## src/rss_pkg.sv

```systemverilog
package rss_pkg;

	localparam int SCORE_W = 32;
	localparam int TAG_W   = 6;
	localparam int RANK_W  = 7;

	// register reset value of keep_count
	localparam logic [RANK_W-1:0] KEEP_RESET = 7'd64;

	typedef enum logic {
		ST_LOAD,
		ST_EMIT
	} rss_state_t;

	typedef struct packed {
		logic signed [SCORE_W-1:0] score;
		logic [TAG_W-1:0]          tag;
	} rss_entry_t;

	// control broadcast to every cell of the chain
	typedef struct packed {
		logic load;   // place the broadcast entry
		logic drain;  // shift the whole chain one cell toward the head
	} rss_cell_ctrl_t;

endpackage

```

## src/rss_cell.sv

```systemverilog
module rss_cell (
	input  logic                   clk,
	input  rss_pkg::rss_cell_ctrl_t ctrl,
	input  rss_pkg::rss_entry_t    new_entry,
	input  rss_pkg::rss_entry_t    prev_entry,
	input  logic                   prev_shift,
	input  rss_pkg::rss_entry_t    next_entry,
	input  logic                   occupied,
	output rss_pkg::rss_entry_t    entry,
	output logic                   shift
);
	import rss_pkg::*;

	rss_entry_t entry_q;

	// empty cells and cells holding a score >= the new one move down
	assign shift = !occupied || (entry_q.score >= new_entry.score);
	assign entry = entry_q;

	always_ff @(posedge clk) begin
		if (ctrl.drain) begin
			entry_q <= next_entry;
		end else if (ctrl.load && shift) begin
			entry_q <= prev_shift ? prev_entry : new_entry;
		end
	end
endmodule

```

## config.mk

```make
export PLATFORM = sky130hd
export DESIGN_NAME = rss_cell
export DESIGN_NICKNAME = d
export VERILOG_FILES = /design/src/rss_pkg.sv /design/src/rss_cell.sv
export SDC_FILE = /design/constraint.sdc
export NUM_CORES = 1
export LEC_CHECK = 0
export BUFFER_PORTS_ARGS = -buffer_cell sky130_fd_sc_hd__buf_2
export CAP_MARGIN = 10
export CORE_MARGIN = 1.5
export CORE_UTILIZATION = 25
export DETAILED_ROUTE_END_ITERATION = 6
export HOLD_SLACK_MARGIN = 0.06
export SLEW_MARGIN = 20
export SYNTH_ARGS = -nofsm -noshare
export SYNTH_HDL_FRONTEND = slang
export SYNTH_SLANG_ARGS = --single-unit
```

## constraint.sdc

```tcl
create_clock -name clk -period 8.3 [get_ports clk]
set_input_delay 2.075 -clock clk [delete_from_list [all_inputs] [get_ports clk]]
set_output_delay 2.075 -clock clk [all_outputs]
set_load 0.02 [all_outputs]
```

Word-level counts from Yosys, hierarchy flattened

Cells that the tools add are included.

Output and inout port bits: 39
Flip-flop bits (word level): 38

Reduce and logical (&&, ||, !) cells: 4
Multiplexer cells: 3
$lt $le $gt $ge: 1

Operators by type and width:

| kind                               | number |
|---|---|
| 38-bit 2-to-1 mux                  | 3 |
| 32-bit greater-or-equal comparator | 1 |
| 2-bit nonzero test                 | 1 |
| 1-bit logical AND                  | 1 |
| 1-bit logical NOT                  | 1 |
| 1-bit logical OR                   | 1 |

Depth between registers and ports, before layout

Gate-level depths: netlist (run 1).

Word-level depth: 5
Gate-level depth with buffers: 8
Mapped depth without buffers: 8

Least setup slack after synthesis (run 1)

No wires, ideal clock.

Path type: input port to output port
Start: in new_entry[20] (netlist bit)
End: out shift
Path buffers: 0
Arrival time: 3,635 ps
Slack: 2,590 ps
Stages: 8
Cell sequence: inv_1 -> ha_1 -> a21oi_1 -> nand2_1 -> a221o_1 -> o31ai_2 -> a211oi_1 -> nor2_1

Longest elaborated chain between the ends: 2

Ends and longest elaborated chain:

| item                               | line           | RTL |
|---|---|---|
| start: declaration                 | rss_cell.sv:4  | `input rss_pkg::rss_entry_t new_entry,` |
| 32-bit greater-or-equal comparator | rss_cell.sv:17 | `assign shift = !occupied \|\| (entry_q.score >= new_entry.score);` |
| 1-bit logical OR                   | rss_cell.sv:17 |  |
| end: declaration                   | rss_cell.sv:10 | `output logic shift` |

No other way between the ends.

Final worst setup path (run 1)

Ends and elaborated chain as after synthesis.

==> metrics.md, run 1 <==
| Metric | Value |
|---|---|
| Outcome | `complete, no violations` |
| Pin count of the biggest net entering global routing | `77` |
| ANT cells | `0` |
| Synth Flop Type | `edfxtp_1` |
| Vias | `2,538` |
| Clock transition at path regs | `0.08 ns` |
| Final ANT Viol Nets | `0` |
| Worst path most repeated cell | `buf_2` |
| Ranking of synthesized cells by area | `edfxtp_1, ha_1, mux2i_1, o21ai_0, nand2_1` |
| Cell variety after synth | `24` |
| Die footprint | `11,710 um2` |
| # IOs | `158` |
| Area Overhead vs Synth | `36.86%` |
| Drt initial violations | `52` |
| Nets | `586` |
| Slew HR | `36.84%` |
| Final WL | `7.477 mm` |
| Residual DRC count | `0` |
| Tmin final | `6.240 ns` |
| Critical path's top delay family | `compound AO/OA/AOI/OAI gates` |
| Final hold vios | `0` |
| Mean Syn Cell Area | `9.845 um2` |
| YS warnings | `0` |
| R2R Setup Slk | `4.85 ns` |
| Die W | `108.2 um` |
| CTS sink count | `38` |
| Hold Buf Count CTS | `0` |
| Initial antenna violation count | `0` |
| Share of cells above drive strength 1 | `38.76%` |
| Number of global-route vias before repair | `2,437` |
| Port Buffers | `157` |
| Post-synthesis register bit count | `38` |
| R2r endpoint | `entry[31]` |
| TNS Setup | `0 ns` |
| Nature of the critical path endpoint | `output port` |
| First-pass GRT wire length | `11.40 mm` |
| Core Region | `10,790 um2` |
| Post-route clock period utilization | `75.18%` |
| Worst Hold Path EP | `entry[21]` |
| Worst path cell trace | `buf_2 -> inv_1 -> ha_1 -> nand4_1 -> a2111oi_1 -> o31ai_2 -> a211oi_1 -> nor2_1 -> buf_2` |
| RePlAce Congestion | `0.7837` |
| Seq/Total Area, Yosys | `41.25%` |
| Critical path class | `input port to output port` |
| Buffer and inverter count on the worst path | `3` |
| Post-layout util | `35.08%` |
| Max_cap viols | `0` |
| Syn Std Cell Area | `2766 um2` |
| Multi-input logic area | `1458 um2` |
| Post-DP HPWL | `6.031 mm` |
| Slowest cell on the critical path | `a2111oi_1` |
| Clock Skews | `0.007897 ns` |
| Yosys top cell by area | `edfxtp_1` |
| Max reg flops | `38` |
| Max clock buf depth | `2` |
| Cell depth of the worst hold path | `3` |
| Drt via density | `4.406` |
| FMAX | `160.3 MHz` |
| RSZ-0062 raised after global routing | `false` |
| CP required | `6.23 ns` |
| CP max FO | `3` |
| Pwr dens | `147.1 nW/um2` |
| Least-Margin Pin Slew | `0.9475 ns` |
| TritonCTS buffer count | `5` |
| Pre-antenna DRT Iters | `4` |
| Syn Inst Count | `281` |
| Number of synthesized flops with an enable pin | `38` |
| Root Buffer | `clkbuf_8` |
| Peak supply drop | `0.07414 mV` |
| PostCTS Resize Cnt | `0` |
| Critical Path AT | `4.16 ns` |
| Register-to-Register Path Depth | `8` |
| Starting Density | `25.63%` |
| Seq. cell area | `1141 um2` |
| TritonCTS clock tree | `yes` |
| Reg-to-Reg Start | `entry[13]` |
| Grt ovf | `0` |
| CP startpoint kind | `input port` |
| Most common cell in the netlist | `nand2_1` |
| Hold Startpoint | `entry[37]` |
| Min-Delay Path Class | `register to register` |
| Final setup viols | `0` |
| Max Slew Vio Count | `0` |
| Crit-path max cell delay | `0.54 ns` |
| H-tree depth reported by CTS | `2` |
| Setup bufs post-CTS | `0` |
| Fill count | `1,114` |
| Syn nets | `432` |
| Clock Latency Late Sink | `0.29 ns` |
| Top cells by count, synth | `nand2_1, o21ai_0, edfxtp_1, mux2i_1, inv_1` |
| Static Leak | `1.972 nW` |
| Die height | `108.2 um` |
| Row cnt | `38` |
| Wirelength per Cell | `12.98 um` |
| Post-synthesis async set-or-reset flop share | `0%` |
| Global Route Usage Sum | `12.62%` |
| Yosys top cell area share | `41.25%` |
## power breakdown
part | internal, mW | switching [mW] | total (mW)
sequential | 0.240 | 0.0114 | 0.251
combinational | 0.0737 | 0.104 | 0.178
clock | 0.0579 | 0.0697 | 0.128
total | 0.371 | 0.185 | 0.557
## final cells by class
type	count	share of cell area, %
repair buffers	159	21.22
well taps	140	4.627
inverters	34	3.371
clock inverters	2	0.2313
multi-input cells	197	38.50
clock buffers	6	1.917
flip-flops and latches	38	30.14
## layer usage
layer / up-vias / GRT usage, % / wire (um)
li1: 1319 / - / -
met1: 1125 / 15.76 / 3354
met3: 5 / 2.712 / 471
met4: 0 / 3.102 / 53
met5: - / 0 / 0
met2: 89 / 22.06 / 3598
## through the flow
stage	setup WS [ns]	power, mW	std cells	hold WS (ns)	cell area, um2
6_report	2.060	0.5568	576	1.275	3786
5_1_grt	1.866	0.5951	576	1.381	3786
4_1_cts	2.056	0.5673	576	1.307	3784
3_5_place_dp	2.063	0.4368	568	1.277	3702
3_3_place_gp	2.177	0.4336	568	1.247	3702
2_1_floorplan	2.590	0.3599	281	1.586	2766
## logic make-up (layout without fill, tap and decap cells)
family                   after synthesis  in the layout  synth area share [%]
adder cells (fa/ha/maj)               32             32                 14.47
flip-flops                            38             38                 41.25
multiplexers                          38             38                 13.75
AO/OA/AOI/OAI                         63             63                 13.07
AND/OR/NAND/NOR                       64             64                 11.08
buffers and inverters                 46            201                 6.377
## tightest hold or removal path: cells and delay by family, from the launching register on
kind	cells	cell delay [ns]
DFF	1	0.36
and+or+nand+nor	1	0.29
adders and majority gates	1	0.20
AOI/OAI and AO/OA	1	0.20
## worst max-delay path by stage
stage	slack, ns	end	from	cells past startpoint
2_1_floorplan	2.59	shift	new_entry[20]	8
3_3_place_gp	2.18	shift	new_entry[20]	9
3_5_place_dp	2.06	shift	new_entry[20]	9
4_1_cts	2.06	shift	new_entry[20]	9
5_1_grt	1.87	shift	new_entry[37]	9
6_report	2.06	shift	new_entry[20]	9
## layout by cell type, fill, tap and decap left out, types with 5 or more instances in the layout
cell	netlist	routed
mux2i_1	38	38
a21oi_1	12	12
clkbuf_8	0	5
ha_1	32	32
nand3_1	7	7
edfxtp_1	38	38
inv_1	34	34
buf_2	3	156
o21ai_0	39	39
nand4_1	7	7
nand2_1	42	42
No activity file was read; power rests on OpenSTA's default activity.
==> run 2, diff against run 1 <==
- clock period: 8.3 -> 6.1 ns (I/O delays scaled with it)
==> run 2 against run 1 <==
  * Sequential power rose by 36%
  * Final cell count rose by 0.17%
  * Clock power rose by 33%
  * Critical endpoint unchanged
  * Largest cell class unchanged
==> metrics.md, run 2 (synthesized netlist as in run 1, its figures left out) <==
| Metric | Value |
|---|---|
| ANT cells | `0 (unchanged)` |
| Core Region | `10,790 um2 (unchanged)` |
| TNS Setup | `0 ns (unchanged)` |
| Min-Delay Path Class | `register to register` |
| Setup bufs post-CTS | `0 (unchanged)` |
| Number of global-route vias before repair | `2,500 (+2.6%)` |
| Vias | `2,554 (+0.63%)` |
| Tmin final | `5.108 ns` |
| Met3 Routed Length | `415 um (-12%)` |
| Drt initial violations | `59 (+13%)` |
| Max Slew Vio Count | `0 (unchanged)` |
| Post-DP HPWL | `6.115 mm (+1.4%)` |
| Residual DRC count | `0 (unchanged)` |
| Die height | `108.2 um (unchanged)` |
| Max_cap viols | `0 (unchanged)` |
| Max clock buf depth | `2 (unchanged)` |
| Metal2 WL | `3.753 mm (+4.3%)` |
| Final hold vios | `0 (unchanged)` |
| Nets | `587 (+0.17%)` |
| Initial antenna violation count | `0 (unchanged)` |
| Highest metal used | `met4` |
| Port Buffers | `157 (unchanged)` |
| Commonest non-fill, non-tap cells in the layout | `buf_2, nand2_1, o21ai_0` |
| Max reg flops | `38 (unchanged)` |
| Static Leak | `1.976 nW (+0.23%)` |
| Starting Density | `25.63% (unchanged)` |
| Met1 WL | `3.307 mm (-1.4%)` |
| Row cnt | `38 (unchanged)` |
| Area Overhead vs Synth | `37.13%` |
| TritonCTS buffer count | `5 (unchanged)` |
| Critical Path AT | `3.58 ns (-0.58 ns)` |
| Pin count of the biggest net entering global routing | `41 (-47%)` |
| RePlAce Congestion | `0.7849 (+0.15%)` |
| Slew HR | `56.62% (+20 points)` |
| RSZ-0062 raised after global routing | `false` |
| FMAX | `195.8 MHz` |
| Die footprint | `11,710 um2 (unchanged)` |
| Commonest non-fill, non-tap cell in the layout | `buf_2` |
| CTS sink count | `38 (unchanged)` |
| Clock Skews | `0.006726 ns (-0.001170 ns)` |
| Drt via density | `4.426 (+0.46%)` |
| Pre-antenna DRT Iters | `4 (unchanged)` |
| CP required | `4.58 ns (-1.65 ns)` |
| Grt ovf | `0 (unchanged)` |
| Fill count | `1,115 (+0.090%)` |
| Post-route clock period utilization | `83.74%` |
| TritonCTS clock tree | `yes` |
| Peak supply drop | `0.09610 mV (+30%)` |
| Critical path class | `input port to output port` |
| Final setup viols | `0 (unchanged)` |
| First-pass GRT wire length | `11.33 mm (-0.61%)` |
| Global Route Usage Sum | `12.56% (-0.059 points)` |
| Hold Buf Count CTS | `0 (unchanged)` |
| Clock Latency Late Sink | `0.29 ns (about the same)` |
| Post-layout util | `35.15% (+0.070 points)` |
| Clock transition at path regs | `0.08 ns (about the same)` |
| Final ANT Viol Nets | `0 (unchanged)` |
| Wirelength per Cell | `13.01 um (+0.25%)` |
| Nature of the critical path endpoint | `output port` |
| Final WL | `7.509 mm (+0.43%)` |
| Pwr dens | `198.8 nW/um2 (+35%)` |
| PostCTS Resize Cnt | `0 (unchanged)` |
| Outcome | `complete, no violations` |
| # IOs | `158 (unchanged)` |
| CP max FO | `3 (unchanged)` |
| Share of cells above drive strength 1 | `38.90% (+0.14 points)` |
| CP startpoint kind | `input port` |
| H-tree depth reported by CTS | `2 (unchanged)` |
| Die W | `108.2 um (unchanged)` |
| Least-Margin Pin Slew | `0.6508 ns (-0.2967 ns)` |
| Root Buffer | `clkbuf_8` |
-- run 2: cell count changes in the layout (fill, tap and decap cells not counted), sizes merged --
| cell | before | now |
|---|---|---|
| buf | 159 | 160 |
-- run 2: area by class of cell --
class	count	area [um2]	area share, %
Clock inverter	2	8.758	0.2309
Clock buffer	6	72.57	1.913
Inverter	34	127.6	3.364
Tap cell	140	175.2	4.617
Timing Repair Buffer	160	810.8	21.37
Multi-Input combinational cell	197	1458	38.42
Sequential cell	38	1141	30.08
-- run 2: final timing paths --
check                                 end     startpoint  cells past startpoint  slack, ns
worst max-delay path                shift  new_entry[20]                      9       0.99
worst min-delay path            entry[21]      entry[37]                      4       1.33
worst max register to register   entry[8]      entry[20]                      8       3.33
worst min register to register  entry[21]      entry[37]                      4       1.33
-- run 2: per-layer routing --
metal	track usage, %	up-vias
met5	0	-
li1	-	1323
met3	2.471	2
met2	22.88	88
met1	15.15	1141
met4	2.914	0
-- run 2: worst max-delay path: stages --
cell,delay (ns)
buf_2,0.09
inv_1,0.04
ha_1,0.30
nand4_1,0.18
a2111oi_1,0.54
o31ai_2,0.14
a211oi_1,0.45
nor2_1,0.13
buf_2,0.18
-- run 2: where the power goes --
group / switching, mW / leakage [nW] / internal (mW)
clock: 0.0916 / 0.0426 / 0.0788
sequential: 0.0158 / 0.390 / 0.326
combinational: 0.141 / 1.54 / 0.101
-- run 2: metrics by stage --
stage / instance area, um2 / hold slack (ns) / total power, mW / setup slack (ns) / std cells
floorplan: 2766 / 1.586 / 0.4898 / 1.120 / 281
global placement: 3710 / 1.298 / 0.5905 / 1.079 / 569
detailed placement: 3710 / 1.314 / 0.5950 / 0.9480 / 569
CTS: 3791 / 1.345 / 0.7710 / 0.9384 / 577
global route: 3794 / 1.402 / 0.8066 / 0.7719 / 577
finish: 3794 / 1.330 / 0.7544 / 0.9921 / 577
==> run 3, diff against run 2 <==
- clock period: 6.1 -> 4.9 ns (I/O delays scaled with it)
==> run 3 against run 2 <==
  * Final cell count is the same
  * First-iteration DRC count up 29%
  * Global-route usage decreased by 0.17 points
  * Largest power group unchanged
  * Critical endpoint unchanged
==> metrics.md, run 3 (synthesized netlist as in run 1, its figures left out) <==
| Metric | Value |
|---|---|
| Outcome | `complete, no violations` |
| Row cnt | `38 (unchanged)` |
| Most used routing layer in global routing | `met2` |
| Peak supply drop | `0.1211 mV (+26%)` |
| Slowest cell on the critical path | `a2111oi_1` |
| PostCTS Resize Cnt | `0 (unchanged)` |
| Drt via density | `4.433 (+0.16%)` |
| Post-layout util | `35.14% (about the same)` |
| Routing usage on met2 | `21.93% (-0.95 points)` |
| Fill count | `1,121 (+0.54%)` |
| Placed cell count | `569 (unchanged)` |
| Critical Path AT | `3.22 ns (-0.36 ns)` |
| Drt initial violations | `76 (+29%)` |
| TritonCTS clock tree | `yes` |
| Hold Buf Count CTS | `0 (unchanged)` |
| Nature of the critical path endpoint | `output port` |
| Root Buffer | `clkbuf_8` |
| FMAX | `225.1 MHz` |
| Max_cap viols | `0 (unchanged)` |
| Final WL | `7.501 mm (-0.11%)` |
| # IOs | `158 (unchanged)` |
| Worst hold slack | `1.214 ns (-0.1159 ns)` |
| Clock transition at path regs | `0.08 ns (about the same)` |
| Nets | `587 (unchanged)` |
| Post-DP HPWL | `6.044 mm (-1.2%)` |
| Met3 global-route usage | `2.712% (+0.24 points)` |
| Max reg flops | `38 (unchanged)` |
| Final hold vios | `0 (unchanged)` |
| Crit-path max cell delay | `0.54 ns (about the same)` |
| Tmin final | `4.442 ns` |
| Max clock buf depth | `2 (unchanged)` |
| Vias | `2,558 (+0.16%)` |
| Slew HR | `57.40% (+0.78 points)` |
| Starting Density | `25.63% (unchanged)` |
| CTS sink count | `38 (unchanged)` |
| RSZ-0062 raised after global routing | `false` |
| TritonCTS buffer count | `5 (unchanged)` |
| Critical path's top delay family | `compound AO/OA/AOI/OAI gates` |
| Least-Margin Pin Slew | `0.6390 ns (-0.01175 ns)` |
| CP max FO | `3 (unchanged)` |
| Post-route clock period utilization | `90.65%` |
| Max Slew Vio Count | `0 (unchanged)` |
| Residual DRC count | `0 (unchanged)` |
| RePlAce Congestion | `0.7877 (+0.36%)` |
| Worst path most repeated cell | `buf_2` |
| Commonest non-fill, non-tap cells in the layout | `buf_2, nand2_1, o21ai_0` |
| Pre-antenna DRT Iters | `3 (-1)` |
| Die footprint | `11,710 um2 (unchanged)` |
| Port Buffers | `157 (unchanged)` |
| First-pass GRT wire length | `11.20 mm (-1.2%)` |
| Die height | `108.2 um (unchanged)` |
| Initial antenna violation count | `0 (unchanged)` |
| Pin count of the biggest net entering global routing | `41 (unchanged)` |
| Pwr dens | `247.3 nW/um2 (+24%)` |
| Final Non-Filler Cells | `577 (unchanged)` |
| TNS Setup | `0 ns (unchanged)` |
| Static Leak | `1.974 nW (about the same)` |
| Worst path cell trace | `buf_2 -> inv_1 -> ha_1 -> nand4_1 -> a2111oi_1 -> o31ai_2 -> a211oi_1 -> nor2_1 -> buf_2` |
| ANT cells | `0 (unchanged)` |
| Buffer and inverter count on the worst path | `3 (unchanged)` |
| Met1 GRT Util | `15.18% (+0.029 points)` |
| Clock Latency Late Sink | `0.28 ns (about the same)` |
| CP startpoint kind | `input port` |
| CP required | `3.67 ns (-0.91 ns)` |
| Commonest non-fill, non-tap cell in the layout | `buf_2` |
| Critical path class | `input port to output port` |
| Number of global-route vias before repair | `2,450 (-2.0%)` |
| Share of cells above drive strength 1 | `38.67% (-0.23 points)` |
| Area Overhead vs Synth | `37.09% (about the same)` |
| Core Region | `10,790 um2 (unchanged)` |
| Global Route Usage Sum | `12.39% (-0.17 points)` |
| Wirelength per Cell | `13.00 um (-0.11%)` |
| Final Cell Area | `3792 um2 (about the same)` |
| H-tree depth reported by CTS | `2 (unchanged)` |
| Clock Skews | `0.005424 ns (-0.001302 ns)` |
| Final ANT Viol Nets | `0 (unchanged)` |
| Die W | `108.2 um (unchanged)` |
| Setup bufs post-CTS | `0 (unchanged)` |
| Grt ovf | `0 (unchanged)` |
| Final setup viols | `0 (unchanged)` |
| Min-Delay Path Class | `input port to register` |
| Placed Area | `3710 um2 (unchanged)` |
==> run 3: cell count changes in the layout (fill, tap and decap cells not counted) <==
cell / change
clkbuf_1: -1
clkinv_1: +2
clkinv_2: -1
==> run 3: worst register-to-register path, cell delays in order, from the launching register on <==
cell	delay (ns)
edfxtp_1	0.41
ha_1	0.33
a21oi_1	0.17
nand2_1	0.07
a221o_1	0.36
o31ai_2	0.29
a211oi_1	0.17
o31ai_4	0.27
buf_4	0.34
==> run 3: routing by layer <==
layer  vias to the layer above  wire length [um]
met2                        86              3667
met3                         4               443
li1                       1321                 -
met1                      1147              3336
met4                         0                55
met5                         -                 0
==> run 3: final cells by class <==
cell class	instances	area, um2	share of cell area [%]
clock buffers	5	68.82	1.815
multi-input cells	197	1458	38.44
repair buffers	160	810.8	21.38
inverters	34	127.6	3.365
flip-flops and latches	38	1141	30.09
clock inverters	3	11.26	0.2969
well taps	140	175.2	4.619
==> run 3: stage by stage <==
stage	worst slack [ns]	power, mW
detailed placement	0.4492	0.7399
global route	0.3119	1.005
CTS	0.4416	0.9576
global placement	0.5190	0.7349
finish	0.4583	0.9377
floorplan	0.2204	0.6097
==> run 3: report_power, final <==
part	switching (mW)	leakage [nW]	internal (mW)
clock network	0.115	0.0407	0.0953
logic	0.177	1.54	0.126
registers	0.0191	0.390	0.406
total	0.311	1.97	0.627
==> run 3: worst paths after layout <==
check	from	end	slack, ns	depth (start not counted)
worst min register to register	entry[37]	entry[25]	1.32	4
worst max register to register	entry[20]	entry[36]	2.16	8
worst max-delay path	new_entry[20]	shift	0.46	9
worst min-delay path	next_entry[30]	entry[30]	1.21	3
